## src/idp_pkg.sv

```systemverilog
// Shared types and constants for the ISO 8601 date/time parser.
package idp_pkg;

  localparam int QUEUE_DEPTH = 4;
  localparam int FRAC_KEEP   = 6;

  // parse_mode codes
  localparam logic [1:0] MODE_DATE     = 2'd0;
  localparam logic [1:0] MODE_TIME     = 2'd1;
  localparam logic [1:0] MODE_DATETIME = 2'd2;

  // character classes seen by the parser
  typedef enum logic [2:0] {
    CC_OTHER,
    CC_DIGIT,
    CC_PLUS,
    CC_MINUS,
    CC_COLON,
    CC_POINT,
    CC_SEP
  } char_cls_t;

  typedef struct packed {
    char_cls_t   cls;
    logic [3:0]  digit;
    logic        last;
  } item_t;

  typedef struct packed {
    logic               valid_res;
    logic signed [14:0] year;
    logic [3:0]         month;
    logic [4:0]         day;
    logic [4:0]         hour;
    logic [5:0]         minute;
    logic [5:0]         second;
    logic [19:0]        microsecond;
  } result_t;

endpackage

```

## src/iso8601_datetime_parser_unit.sv

```systemverilog
// Top level of the ISO 8601 date/time parser: mode register and channel wiring.
//
// Feed the timestamp text one character per item on the in_ channel and mark
// the final character with in_tlast. For each string one result item leaves
// on the out_ channel: out_tuser is the valid flag, out_tdata the fields.
// parse_mode is written through cfg_wr_en/cfg_wr_data between strings:
// 0 date only, 1 time only, 2 (or 3) date, separator 'T' or space, time.
//
// Throughput: one character per cycle while no held result stalls a string's
// last character, set by the parser that advances its grammar state once per queued item.
// The last character passes the input register, the queue, then the parser
// with its result register, which raises out_tvalid.
// A stalled out_tready holds the result; characters keep flowing into the
// queue until a second string's last character reaches the parser, and then
// the queue fills and in_tready drops.
// Reset clears the pipeline, empties the queue and sets parse_mode to 2.
module iso8601_datetime_parser_unit
  import idp_pkg::*;
#(
  parameter int QueueDepth = QUEUE_DEPTH
) (
  input  logic        clk,
  input  logic        rst_n,
  input  logic        in_tvalid,
  output logic        in_tready,
  input  logic [7:0]  in_tdata,    // [7:0] char_in
  input  logic        in_tlast,    // last_char
  output logic        out_tvalid,
  input  logic        out_tready,
  output logic [63:0] out_tdata,   // [14:0] year, [18:15] month, [23:19] day,
                                   // [28:24] hour, [34:29] minute,
                                   // [40:35] second, [60:41] microsecond
  output logic        out_tuser,   // valid_res
  input  logic        cfg_wr_en,
  input  logic [1:0]  cfg_wr_data  // parse_mode
);

  logic [1:0] mode_r;
  logic       push;
  logic       push_rdy;
  item_t      front_item;
  logic       q_vld;
  logic       q_pop;
  item_t      q_item;
  result_t    res;

  always_ff @(posedge clk) begin
    if (!rst_n) begin
      mode_r <= MODE_DATETIME;
    end else if (cfg_wr_en) begin
      mode_r <= cfg_wr_data;
    end
  end

  idp_front u_front (
    .clk        (clk),
    .rst_n      (rst_n),
    .in_vld_i   (in_tvalid),
    .in_rdy_o   (in_tready),
    .char_i     (in_tdata),
    .last_i     (in_tlast),
    .push_o     (push),
    .push_rdy_i (push_rdy),
    .item_o     (front_item)
  );

  idp_fifo #(
    .Depth (QueueDepth)
  ) u_fifo (
    .clk        (clk),
    .rst_n      (rst_n),
    .push_i     (push),
    .push_rdy_o (push_rdy),
    .item_i     (front_item),
    .pop_vld_o  (q_vld),
    .pop_i      (q_pop),
    .item_o     (q_item)
  );

  idp_back u_back (
    .clk        (clk),
    .rst_n      (rst_n),
    .mode_i     (mode_r),
    .item_vld_i (q_vld),
    .item_i     (q_item),
    .pop_o      (q_pop),
    .out_vld_o  (out_tvalid),
    .out_rdy_i  (out_tready),
    .res_o      (res)
  );

  assign out_tuser = res.valid_res;
  assign out_tdata = {3'b000, res.microsecond, res.second, res.minute, res.hour,
                      res.day, res.month, res.year};

endmodule

```

## src/idp_front.sv

```systemverilog
// Input stage: accepts characters and registers their class and digit value.
module idp_front
  import idp_pkg::*;
(
  input  logic       clk,
  input  logic       rst_n,
  input  logic       in_vld_i,
  output logic       in_rdy_o,
  input  logic [7:0] char_i,
  input  logic       last_i,
  output logic       push_o,
  input  logic       push_rdy_i,
  output item_t      item_o
);

  logic      vld_r;
  item_t     item_r;
  item_t     item_nxt;
  logic      take;

  always_comb begin
    item_nxt.last  = last_i;
    item_nxt.digit = 4'(char_i - 8'h30);
    if (char_i >= 8'h30 && char_i <= 8'h39) begin
      item_nxt.cls = CC_DIGIT;
    end else if (char_i == 8'h2B) begin
      item_nxt.cls = CC_PLUS;
    end else if (char_i == 8'h2D) begin
      item_nxt.cls = CC_MINUS;
    end else if (char_i == 8'h3A) begin
      item_nxt.cls = CC_COLON;
    end else if (char_i == 8'h2E || char_i == 8'h2C) begin
      item_nxt.cls = CC_POINT;
    end else if (char_i == 8'h54 || char_i == 8'h20) begin
      item_nxt.cls = CC_SEP;
    end else begin
      item_nxt.cls = CC_OTHER;
    end
  end

  assign push_o   = vld_r && push_rdy_i;
  assign in_rdy_o = !vld_r || push_rdy_i;
  assign take     = in_vld_i && in_rdy_o;
  assign item_o   = item_r;

  always_ff @(posedge clk) begin
    if (!rst_n) begin
      vld_r <= 1'b0;
    end else if (take) begin
      vld_r <= 1'b1;
    end else if (push_o) begin
      vld_r <= 1'b0;
    end
  end

  always_ff @(posedge clk) begin
    if (take) begin
      item_r <= item_nxt;
    end
  end

endmodule

```

## src/idp_fifo.sv

```systemverilog
// Short queue of classified items between the input stage and the parser.
module idp_fifo
  import idp_pkg::*;
#(
  parameter int Depth = QUEUE_DEPTH
) (
  input  logic  clk,
  input  logic  rst_n,
  input  logic  push_i,
  output logic  push_rdy_o,
  input  item_t item_i,
  output logic  pop_vld_o,
  input  logic  pop_i,
  output item_t item_o
);

  localparam int PW = (Depth > 1) ? $clog2(Depth) : 1;
  localparam int CW = $clog2(Depth + 1);

  item_t          mem_r [Depth];
  logic [PW-1:0]  wr_ptr_r;
  logic [PW-1:0]  rd_ptr_r;
  logic [CW-1:0]  cnt_r;
  logic [PW-1:0]  wr_ptr_nxt;
  logic [PW-1:0]  rd_ptr_nxt;

  assign push_rdy_o = cnt_r != CW'(Depth);
  assign pop_vld_o  = cnt_r != '0;
  assign item_o     = mem_r[rd_ptr_r];

  assign wr_ptr_nxt = (wr_ptr_r == PW'(Depth - 1)) ? '0 : PW'(wr_ptr_r + 1'b1);
  assign rd_ptr_nxt = (rd_ptr_r == PW'(Depth - 1)) ? '0 : PW'(rd_ptr_r + 1'b1);

  always_ff @(posedge clk) begin
    if (!rst_n) begin
      wr_ptr_r <= '0;
      rd_ptr_r <= '0;
      cnt_r    <= '0;
    end else begin
      if (push_i) begin
        wr_ptr_r <= wr_ptr_nxt;
      end
      if (pop_i) begin
        rd_ptr_r <= rd_ptr_nxt;
      end
      if (push_i && !pop_i) begin
        cnt_r <= CW'(cnt_r + 1'b1);
      end else if (pop_i && !push_i) begin
        cnt_r <= CW'(cnt_r - 1'b1);
      end
    end
  end

  always_ff @(posedge clk) begin
    if (push_i) begin
      mem_r[wr_ptr_r] <= item_i;
    end
  end

  a_cnt_bound: assert property (@(posedge clk) disable iff (!rst_n)
    cnt_r <= CW'(Depth))
    else $error("queue count beyond depth");

  a_no_overflow: assert property (@(posedge clk) disable iff (!rst_n)
    !(push_i && cnt_r == CW'(Depth)))
    else $error("push into full queue");

  a_no_underflow: assert property (@(posedge clk) disable iff (!rst_n)
    !(pop_i && cnt_r == '0))
    else $error("pop from empty queue");

endmodule

```

## src/idp_back.sv

```systemverilog
// Parser: walks the grammar one item per cycle, bar a stalled last item; holds result.
module idp_back
  import idp_pkg::*;
(
  input  logic       clk,
  input  logic       rst_n,
  input  logic [1:0] mode_i,
  input  logic       item_vld_i,
  input  item_t      item_i,
  output logic       pop_o,
  output logic       out_vld_o,
  input  logic       out_rdy_i,
  output result_t    res_o
);

  typedef enum logic [4:0] {
    PH_START,
    PH_YSIGN,
    PH_YDIG,
    PH_AFTERY,
    PH_MON,
    PH_DSEP,
    PH_DAY,
    PH_AFTERD,
    PH_HOUR,
    PH_AFTERH,
    PH_MIN,
    PH_TSEP,
    PH_SEC,
    PH_AFTERS,
    PH_FRAC0,
    PH_FRAC,
    PH_DEAD
  } phase_t;

  function automatic logic [6:0] acc2(logic [6:0] a, logic [3:0] d);
    logic [10:0] t;
    t = {4'b0, a} * 11'd10 + {7'b0, d};
    return t[6:0];
  endfunction

  function automatic logic [13:0] acc4(logic [13:0] a, logic [3:0] d);
    logic [17:0] t;
    t = {4'b0, a} * 18'd10 + {14'b0, d};
    return t[13:0];
  endfunction

  // value of one fraction digit at its position, already padded to microseconds
  function automatic logic [19:0] frac_weight(logic [2:0] pos, logic [3:0] d);
    logic [19:0] w;
    logic [23:0] p;
    unique case (pos)
      3'd0:    w = 20'd100000;
      3'd1:    w = 20'd10000;
      3'd2:    w = 20'd1000;
      3'd3:    w = 20'd100;
      3'd4:    w = 20'd10;
      3'd5:    w = 20'd1;
      default: w = 20'd0;
    endcase
    p = {4'b0, w} * {20'b0, d};
    return p[19:0];
  endfunction

  phase_t       phase_r, phase_nxt, ph;
  logic         ext_date_r, ext_date_nxt;
  logic         ext_time_r, ext_time_nxt;
  logic [2:0]   dpos_r, dpos_nxt, dpos_inc;
  logic [13:0]  year_r, year_nxt;
  logic         yneg_r, yneg_nxt;
  logic [6:0]   mon_r, mon_nxt;
  logic [6:0]   day_r, day_nxt;
  logic [6:0]   hour_r, hour_nxt;
  logic [6:0]   min_r, min_nxt;
  logic [6:0]   sec_r, sec_nxt;
  logic [19:0]  frac_r, frac_nxt;
  logic [2:0]   fdig_r, fdig_nxt;
  logic [31:0]  sig_r, sig_nxt;
  logic [35:0]  sig_ext;
  logic [6:0]   two;
  logic         two_done;
  logic         isdig;
  logic [3:0]   dig;
  logic         bad;
  logic         ok;
  logic         fin;
  logic         out_vld_r;
  result_t      res_r, res_nxt;

  assign isdig    = item_i.cls == CC_DIGIT;
  assign dig      = item_i.digit;
  assign dpos_inc = 3'(dpos_r + 3'd1);
  assign two_done = dpos_inc >= 3'd2;
  assign sig_ext  = ({4'b0, sig_r} << 3) + ({4'b0, sig_r} << 1) + {32'b0, dig};

  assign pop_o     = item_vld_i && (!item_i.last || !out_vld_r || out_rdy_i);
  assign fin       = pop_o && item_i.last;
  assign out_vld_o = out_vld_r;
  assign res_o     = res_r;

  always_comb begin
    phase_nxt    = phase_r;
    ext_date_nxt = ext_date_r;
    ext_time_nxt = ext_time_r;
    dpos_nxt     = dpos_r;
    year_nxt     = year_r;
    yneg_nxt     = yneg_r;
    mon_nxt      = mon_r;
    day_nxt      = day_r;
    hour_nxt     = hour_r;
    min_nxt      = min_r;
    sec_nxt      = sec_r;
    frac_nxt     = frac_r;
    fdig_nxt     = fdig_r;
    sig_nxt      = sig_r;
    bad          = 1'b0;
    two          = 7'd0;

    // the first item of a string picks the first field
    if (phase_r == PH_START) begin
      ph = (mode_i == MODE_TIME) ? PH_HOUR : PH_YSIGN;
    end else begin
      ph = phase_r;
    end
    phase_nxt = ph;

    unique case (ph)
      PH_YSIGN: begin
        if (item_i.cls == CC_PLUS) begin
          phase_nxt = PH_YDIG;
        end else if (item_i.cls == CC_MINUS) begin
          yneg_nxt  = 1'b1;
          phase_nxt = PH_YDIG;
        end else if (isdig) begin
          year_nxt  = {10'b0, dig};
          dpos_nxt  = 3'd1;
          phase_nxt = PH_YDIG;
        end else begin
          bad = 1'b1;
        end
      end
      PH_YDIG: begin
        if (!isdig) begin
          bad = 1'b1;
        end else begin
          year_nxt = acc4(year_r, dig);
          if (dpos_inc >= 3'd4) begin
            dpos_nxt  = 3'd0;
            phase_nxt = PH_AFTERY;
          end else begin
            dpos_nxt = dpos_inc;
          end
        end
      end
      PH_AFTERY: begin
        if (item_i.cls == CC_MINUS) begin
          ext_date_nxt = 1'b1;
          phase_nxt    = PH_MON;
        end else if (isdig) begin
          mon_nxt   = {3'b0, dig};
          dpos_nxt  = 3'd1;
          phase_nxt = PH_MON;
        end else begin
          bad = 1'b1;
        end
      end
      PH_MON: begin
        if (!isdig) begin
          bad = 1'b1;
        end else begin
          two      = acc2(mon_r, dig);
          mon_nxt  = two;
          dpos_nxt = two_done ? 3'd0 : dpos_inc;
          if (two_done) begin
            bad       = (two < 7'd1) || (two > 7'd12);
            phase_nxt = ext_date_r ? PH_DSEP : PH_DAY;
          end
        end
      end
      PH_DSEP: begin
        if (item_i.cls == CC_MINUS) begin
          phase_nxt = PH_DAY;
        end else begin
          bad = 1'b1;
        end
      end
      PH_DAY: begin
        if (!isdig) begin
          bad = 1'b1;
        end else begin
          two      = acc2(day_r, dig);
          day_nxt  = two;
          dpos_nxt = two_done ? 3'd0 : dpos_inc;
          if (two_done) begin
            bad       = (two < 7'd1) || (two > 7'd31);
            phase_nxt = PH_AFTERD;
          end
        end
      end
      PH_AFTERD: begin
        if (mode_i != MODE_DATE && item_i.cls == CC_SEP) begin
          dpos_nxt  = 3'd0;
          phase_nxt = PH_HOUR;
        end else begin
          bad = 1'b1;
        end
      end
      PH_HOUR: begin
        if (!isdig) begin
          bad = 1'b1;
        end else begin
          two      = acc2(hour_r, dig);
          hour_nxt = two;
          dpos_nxt = two_done ? 3'd0 : dpos_inc;
          if (two_done) begin
            bad       = two > 7'd24;
            phase_nxt = PH_AFTERH;
          end
        end
      end
      PH_AFTERH: begin
        if (item_i.cls == CC_COLON) begin
          ext_time_nxt = 1'b1;
          phase_nxt    = PH_MIN;
        end else if (isdig) begin
          min_nxt   = {3'b0, dig};
          dpos_nxt  = 3'd1;
          phase_nxt = PH_MIN;
        end else begin
          bad = 1'b1;
        end
      end
      PH_MIN: begin
        if (!isdig) begin
          bad = 1'b1;
        end else begin
          two      = acc2(min_r, dig);
          min_nxt  = two;
          dpos_nxt = two_done ? 3'd0 : dpos_inc;
          if (two_done) begin
            bad       = two > 7'd59;
            phase_nxt = ext_time_r ? PH_TSEP : PH_SEC;
          end
        end
      end
      PH_TSEP: begin
        if (item_i.cls == CC_COLON) begin
          phase_nxt = PH_SEC;
        end else begin
          bad = 1'b1;
        end
      end
      PH_SEC: begin
        if (!isdig) begin
          bad = 1'b1;
        end else begin
          two      = acc2(sec_r, dig);
          sec_nxt  = two;
          dpos_nxt = two_done ? 3'd0 : dpos_inc;
          if (two_done) begin
            bad       = two > 7'd60;
            phase_nxt = PH_AFTERS;
          end
        end
      end
      PH_AFTERS: begin
        if (item_i.cls == CC_POINT) begin
          phase_nxt = PH_FRAC0;
        end else begin
          bad = 1'b1;
        end
      end
      PH_FRAC0, PH_FRAC: begin
        if (!isdig) begin
          bad = 1'b1;
        end else begin
          // keep six digits, drop the rest but still range-check the value
          if (fdig_r < 3'(FRAC_KEEP)) begin
            frac_nxt = frac_r + frac_weight(fdig_r, dig);
            fdig_nxt = 3'(fdig_r + 3'd1);
          end
          sig_nxt   = sig_ext[31:0];
          bad       = sig_ext[35:32] != 4'd0;
          phase_nxt = PH_FRAC;
        end
      end
      default: begin
        bad = 1'b1;
      end
    endcase

    if (bad) begin
      phase_nxt = PH_DEAD;
    end

    if (mode_i == MODE_DATE) begin
      ok = phase_nxt == PH_AFTERD;
    end else begin
      ok = (phase_nxt == PH_AFTERS) || (phase_nxt == PH_FRAC);
    end

    if (ok) begin
      res_nxt.valid_res   = 1'b1;
      res_nxt.year        = yneg_nxt ? 15'(-{1'b0, year_nxt}) : {1'b0, year_nxt};
      res_nxt.month       = mon_nxt[3:0];
      res_nxt.day         = day_nxt[4:0];
      res_nxt.hour        = hour_nxt[4:0];
      res_nxt.minute      = min_nxt[5:0];
      res_nxt.second      = sec_nxt[5:0];
      res_nxt.microsecond = frac_nxt;
    end else begin
      res_nxt = '0;
    end
  end

  always_ff @(posedge clk) begin
    if (!rst_n) begin
      phase_r    <= PH_START;
      ext_date_r <= 1'b0;
      ext_time_r <= 1'b0;
      dpos_r     <= '0;
      year_r     <= '0;
      yneg_r     <= 1'b0;
      mon_r      <= '0;
      day_r      <= '0;
      hour_r     <= '0;
      min_r      <= '0;
      sec_r      <= '0;
      frac_r     <= '0;
      fdig_r     <= '0;
      sig_r      <= '0;
      out_vld_r  <= 1'b0;
    end else begin
      if (out_vld_r && out_rdy_i && !fin) begin
        out_vld_r <= 1'b0;
      end
      if (fin) begin
        // string done: hold the result, clear for the next string
        out_vld_r  <= 1'b1;
        res_r      <= res_nxt;
        phase_r    <= PH_START;
        ext_date_r <= 1'b0;
        ext_time_r <= 1'b0;
        dpos_r     <= '0;
        year_r     <= '0;
        yneg_r     <= 1'b0;
        mon_r      <= '0;
        day_r      <= '0;
        hour_r     <= '0;
        min_r      <= '0;
        sec_r      <= '0;
        frac_r     <= '0;
        fdig_r     <= '0;
        sig_r      <= '0;
      end else if (pop_o) begin
        phase_r    <= phase_nxt;
        ext_date_r <= ext_date_nxt;
        ext_time_r <= ext_time_nxt;
        dpos_r     <= dpos_nxt;
        year_r     <= year_nxt;
        yneg_r     <= yneg_nxt;
        mon_r      <= mon_nxt;
        day_r      <= day_nxt;
        hour_r     <= hour_nxt;
        min_r      <= min_nxt;
        sec_r      <= sec_nxt;
        frac_r     <= frac_nxt;
        fdig_r     <= fdig_nxt;
        sig_r      <= sig_nxt;
      end
    end
  end

  a_result_from_last: assert property (@(posedge clk) disable iff (!rst_n)
    $rose(out_vld_r) |-> $past(fin))
    else $error("result raised without a last item");

  a_restart_after_last: assert property (@(posedge clk) disable iff (!rst_n)
    fin |=> phase_r == PH_START)
    else $error("parser not restarted after last item");

  a_invalid_zero: assert property (@(posedge clk) disable iff (!rst_n)
    out_vld_r && !res_r.valid_res |-> res_r == '0)
    else $error("invalid result carries nonzero fields");

endmodule
```

## config.mk

```make
export PLATFORM = sky130hd
export DESIGN_NAME = iso8601_datetime_parser_unit
export DESIGN_NICKNAME = d
export VERILOG_FILES = /design/src/idp_pkg.sv /design/src/iso8601_datetime_parser_unit.sv /design/src/idp_front.sv /design/src/idp_fifo.sv /design/src/idp_back.sv
export SDC_FILE = /design/constraint.sdc
export NUM_CORES = 1
export LEC_CHECK = 0
export BUFFER_PORTS_ARGS = -buffer_cell sky130_fd_sc_hd__buf_4
export CAP_MARGIN = 10
export CELL_PAD_IN_SITES_DETAIL_PLACEMENT = 1
export CELL_PAD_IN_SITES_GLOBAL_PLACEMENT = 2
export CORE_ASPECT_RATIO = 0.5
export CORE_MARGIN = 2
export CORE_UTILIZATION = 40
export DETAILED_ROUTE_END_ITERATION = 8
export PLACE_DENSITY = 0.78
export SYNTH_ARGS = -nofsm -noshare
export SYNTH_HDL_FRONTEND = slang
export SYNTH_SLANG_ARGS = --single-unit
```

## constraint.sdc

```tcl
create_clock -name clk -period 7.35 [get_ports clk]
set_input_delay 1.1025 -clock clk [delete_from_list [all_inputs] [get_ports clk]]
set_output_delay 1.1025 -clock clk [all_outputs]
set_load 0.01 [all_outputs]
```

# Word-level counts from Yosys, hierarchy flattened
# Memory sizes are Yosys's and may differ from the RTL's. A register that Yosys moved wholly into a read port is not among the register bits.
# Index checks and enable logic that the tools add are counted.
[word_totals]
reg_bits = 196
mem_bits_rw = 32
elab_cells = 287
memories = 1
[mem_list]
columns = ["memory", "depth", "width", "read_ports", "rd_clocked_by_memory_dff", "wr", "line", "text"]
rows = [
  ["u_fifo.mem_r", 4, 8, 1, 1, 1, "idp_fifo.sv:20", "item_t mem_r [Depth];"],
]
[op_classes]
n_addsub = 17
multipliers = 7
magnitude_cmp = 12
eq_ne = 50
muxes = 109
bitwise = 1
n_reduce_logical = 52
[op_table]
columns = ["op", "count"]
rows = [
  ["5-bit 2-to-1 mux", 30],
  ["20-bit 2-to-1 mux", 6],
  ["17-bit one-hot mux with 6 select lines", 1],
  ["5-bit one-hot mux with 14 select lines", 1],
  ["62-bit 2-to-1 mux", 1],
  ["14-bit 2-to-1 mux", 4],
  ["5-bit by 4-bit equality test with 1-bit output (second input constant)", 10],
  ["8-bit by 6-bit equality test with 1-bit output (second input constant)", 6],
  ["3-bit 2-to-1 mux", 15],
  ["7-bit 2-to-1 mux", 6],
  ["35-bit by 33-bit adder with 36-bit output", 1],
  ["36-bit by 4-bit adder with 36-bit output", 1],
  ["7-bit by 4-bit adder with 7-bit output", 5],
  ["7-bit by 3-bit multiplier with 6-bit output (second input constant)", 5],
  ["1-bit 2-to-1 mux", 29],
  ["14-bit one-hot mux with 2 select lines", 1],
  ["7-bit one-hot mux with 2 select lines", 2],
  ["5-bit by 3-bit equality test with 1-bit output (second input constant)", 5],
  ["20-bit adder", 1],
  ["20-bit by 4-bit multiplier with 20-bit output", 1],
  ["3-bit one-hot mux with 6 select lines", 1],
  ["3-bit AND reduction", 6],
  ["3-bit equality test (second input constant)", 5],
  ["15-bit 2-to-1 mux", 1],
  ["48 further kinds", 104],
]

# Depth between registers and ports, before layout
[logic_depth]
word_depth = 12
depth_mapped = 21

# Hierarchy
# A second synthesis with hierarchy kept.
[hier_totals]
hier_cells = 1851
area_unflattened_um2 = 16627.2
[by_module_without_submodules]
columns = ["module", "n_inst", "cells_per_inst", "area_per_inst_um2", "seq_area_each_um2"]
rows = [
  ["idp_back", 1, 1719, 14470.1, 4083.9],
  ["idp_fifo", 1, 87, 1616.6, 1141.1],
  ["idp_front", 1, 35, 444.2, 260.2],
  ["iso8601_datetime_parser_unit", 1, 10, 96.3, 40.0],
]

# Worst setup path after synthesis
# Ideal clock, no wire load.
[synth_timing]
kind = "flip-flop to flip-flop"
startpoint = "register (tool-made name)"
endpoint = "register u_back.res_r (netlist bit u_back.res_o[19]) (data pin)"
setup_ns = 0.254
arrival_time_ns = 5.111
required_ns = 7.096
setup_slack_ns = 1.986
stages_incl_launch_ff = 20
n_path_buf = 2
period_less_slack_ns = 5.364
path_cell_list = "dfxtp_1 > clkbuf_1 > mux4_2 > clkbuf_1 > nand3_1 > fa_1 > fa_1 > fa_1 > inv_1 > ha_1 > a21o_1 > a221oi_1 > o41ai_1 > nand2_1 > a31oi_1 > a31oi_1 > xnor2_1 > nor2_1 > a21oi_1 > nor2_1"
[synth_lines]
columns = ["element", "line", "text"]
rows = [
  ["to (signal assigned)", "idp_back.sv:340", "res_r <= res_nxt;"],
  ["to (decl)", "idp_back.sv:88", "result_t res_r, res_nxt;"],
]

==> results.txt <==
mapped cell area: 16600 µm²
crit path launch type: flop
fin crit period: 6150 ps
FF-to-FF path depth: 16
Rows: 52
Starting Density: 0.408
Critical Path RT: 7740 ps
critical-path maximum fanout: 38
largest net degree at the start of global routing: 79
via count: 13700
Wirelength per Cell: 19.7 µm
Final HPWL DP: 35900 µm
DIE AREA: 43200 µm²
Post-Route WL: 48300 µm
worst path setup slack after routing: 1200 ps
Slew Limit Headroom: 0.237
power density over cell area: 326 nW/µm²
CTS sink count: 225
Post-Syn Area per Cell: 8.93 µm²
Post-CTS Resized: 0
Sw Ratio: 0.437
Starting DRT DRC Count: 522
number of enable flip-flop cells after synthesis: 102
setup slack at placement: 1230 ps
post-route setup TNS: 0 ps
RePlAce Congestion: 0.855
outcome: complete, no violations
Hold Crit Depth: 2
Final Max Tran Viols: 0
number of buffers added on ports: 79
drt drc: 0
Setup violations, final: 0
Int Pwr: 3.39 mW
Gate power share: 0.503
Post-synth ARST share: 0
CTS hold repair buffers: 0
GRT Util Overall: 0.225
first-pass GRT wire length: 78800 µm
hold slack: 478 ps
Worst EP arrival: 6540 ps
Worst IR Drop VDD: 0.000226 V
sequential share of the synthesized area: 0.333
synthesized instance count: 1857
clk_skew: 8.80 ps
Worst-Skew Late Latency: 550 ps
vias in the first global route: 14700
final net count: 2132
P_sw: 2.63 mW
RSZ-0062 raised after global routing: no
CTS H-Tree Depth: 1
Pleak: 7.67 nW
min-delay worst type: flop to flop
Yosys reg bits: 225
Area Growth Syn to Fin: 11.4%
final period utilization: 0.837
Tightest Pin Transition: 1140 ps
crit path kind: flop to flop
CTS tree: yes
total power: 6.02 mW
Num CTS Buffers: 24
Die X-Extent: 292 µm
Root Buffer: clkbuf_16
Die Y: 148 µm
highest clock rate: 163 MHz
Via density: 5.57
core region area: 40700 µm²
Primary FF master, synth: dfxtp_1
post-synthesis cell type count: 87
HP Start: u_back.hour_r[5]$_SDFFE_PP0P_
setup bufs post-CTS: 0
Clock power frac: 0.226
Crit. End Element: flop
Flop pwr share: 0.271
Congestion Overflow GR: 0
Syn. warnings: 0
Antenna Nets Post-Route: 0
fraction of layout cells with a size suffix above 1: 0.0877
IO Pins: 83
fill count: 4727
maxcap violations: 0
Final Hold Viols: 0
largest buffer count on any clock path: 3
initial antenna violation count: 1
1st-pass router iterations: 7
Antenna diodes: 0
clk slew on worst S/H paths: 70 ps
stage by stage:
| step | util | cell area (µm²) | std cells |
|---|---|---|---|
| after floorplan | - | 16600 | 1859 |
| after global placement | 0.433 | 17600 | 2412 |
| after detailed placement | 0.433 | 17600 | 2412 |
| after CTS | 0.454 | 18500 | 2456 |
| after global routing | 0.454 | 18500 | 2456 |
| final | 0.454 | 18500 | 2456 |
synthesized netlist by cell type, types with 12 or more instances:
library cell,instances,area [µm²]
xnor2_1,80,701
a211oi_1,35,263
dfxtp_1,123,2460
a31oi_1,15,93.8
and3_1,19,119
fa_1,50,1000
clkbuf_1,58,218
xor2_1,33,289
edfxtp_1,102,3060
nand2_1,208,781
nand3_1,49,245
a21oi_1,179,896
inv_1,124,465
or3_1,16,100
mux2i_1,25,250
ha_1,168,2100
and2_1,21,131
nor2b_1,19,119
nor2_1,185,694
o21ai_0,61,305
a22oi_1,12,90.1
nand2b_1,17,106
nor3_1,33,165
a21o_1,37,278
metal layers:
layer	up-vias	GRT usage	part of all wire
met5	-	0	0
met4	0	0.0412	0.015
met3	54	0.0286	0.028
met2	155	0.402	0.49
met1	6832	0.295	0.47
li1	6640	-	-
final timing paths:
check | end | slack (ps)
setup / recovery | u_back.res_o[60]$_SDFFCE_PN0P_ | 1200
hold / removal | u_back.hour_r[5]$_SDFFE_PP0P_ | 480
setup reg to reg | u_back.res_o[60]$_SDFFCE_PN0P_ | 1200
hold reg to reg | u_back.hour_r[5]$_SDFFE_PP0P_ | 480
critical path, stage by stage, from the launching register on:
cell	delay, ps
dfxtp_1	640
mux4_2	750
ha_1	350
ha_1	190
inv_1	70
fa_1	400
nor2b_1	190
o31ai_1	120
a21oi_1	230
o31ai_1	120
a2111oi_1	750
o21a_1	190
a211o_1	100
a31oi_1	120
or4_2	1100
buf_4	410
nor3_1	200
cell families after synthesis:
kind of cell             Yosys count  synth area share
buffers and inverters            207            0.0513
multiplexers                      33            0.0260
AND/OR/NAND/NOR                  618             0.173
XOR/XNOR                         113            0.0597
other                              1          0.000226
flip-flops                       225             0.333
adder cells (fa/ha/maj)          220             0.188
AO/OA/AOI/OAI                    440             0.169
sequential cells by signal (all words and copies together), names as in the netlist, 6 cells and up, named ones only:
register,count
u_fifo.mem_r,32
u_back.year_r,14
u_back.day_r,6
u_back.hour_r,6
u_back.frac_r,20
u_back.sec_r,6
u_back.res_o,62
u_front.item_o,8
u_back.min_r,6
u_back.sig_r,32
u_back.mon_r,6
final cells by class:
cell class / instances / area [µm²] / area share
clock buffers: 32 / 683 / 0.0370
clock inverters: 12 / 169 / 0.00914
inverters: 125 / 469 / 0.0254
multi-input cells: 1427 / 10200 / 0.554
flip-flops and latches: 225 / 5530 / 0.299
well taps: 540 / 676 / 0.0366
repair buffers: 95 / 713 / 0.0386
placed cells by master, fill, tap and decap left out, types with 6 or more instances in the layout:
cell type,Yosys,final
or3_1,16,16
nor3_1,33,33
nor2_1,185,184
and3_1,19,19
nor2b_1,19,19
nand2_1,208,206
buf_4,7,95
a22oi_1,12,12
a21boi_0,6,6
mux2i_1,25,25
inv_1,124,124
a31oi_1,15,15
dfxtp_1,123,123
edfxtp_1,102,102
o21ai_0,61,61
nand3_1,49,49
xnor2_1,80,80
a211oi_1,35,35
a21o_1,37,37
nor4_1,8,8
ha_1,168,168
fa_1,50,50
clkbuf_16,0,26
and2_1,21,21
or2_2,6,6
a21oi_1,179,179
a22o_1,6,6
xor2_1,33,33
nand2b_1,17,17
o211ai_1,10,10
o21a_1,9,9
mux4_2,8,8
power groups by stage:
stage                     Sequential (mW)  Combinational, mW  Clock, mW
after floorplan                      1.61               2.21          0
after global placement               1.65               2.92          0
after detailed placement             1.66               3.03          0
after CTS                            1.63               3.04       1.39
after global routing                 1.65               3.40       1.44
final                                1.63               3.03       1.36
No activity file was read; power rests on OpenSTA's default activity.
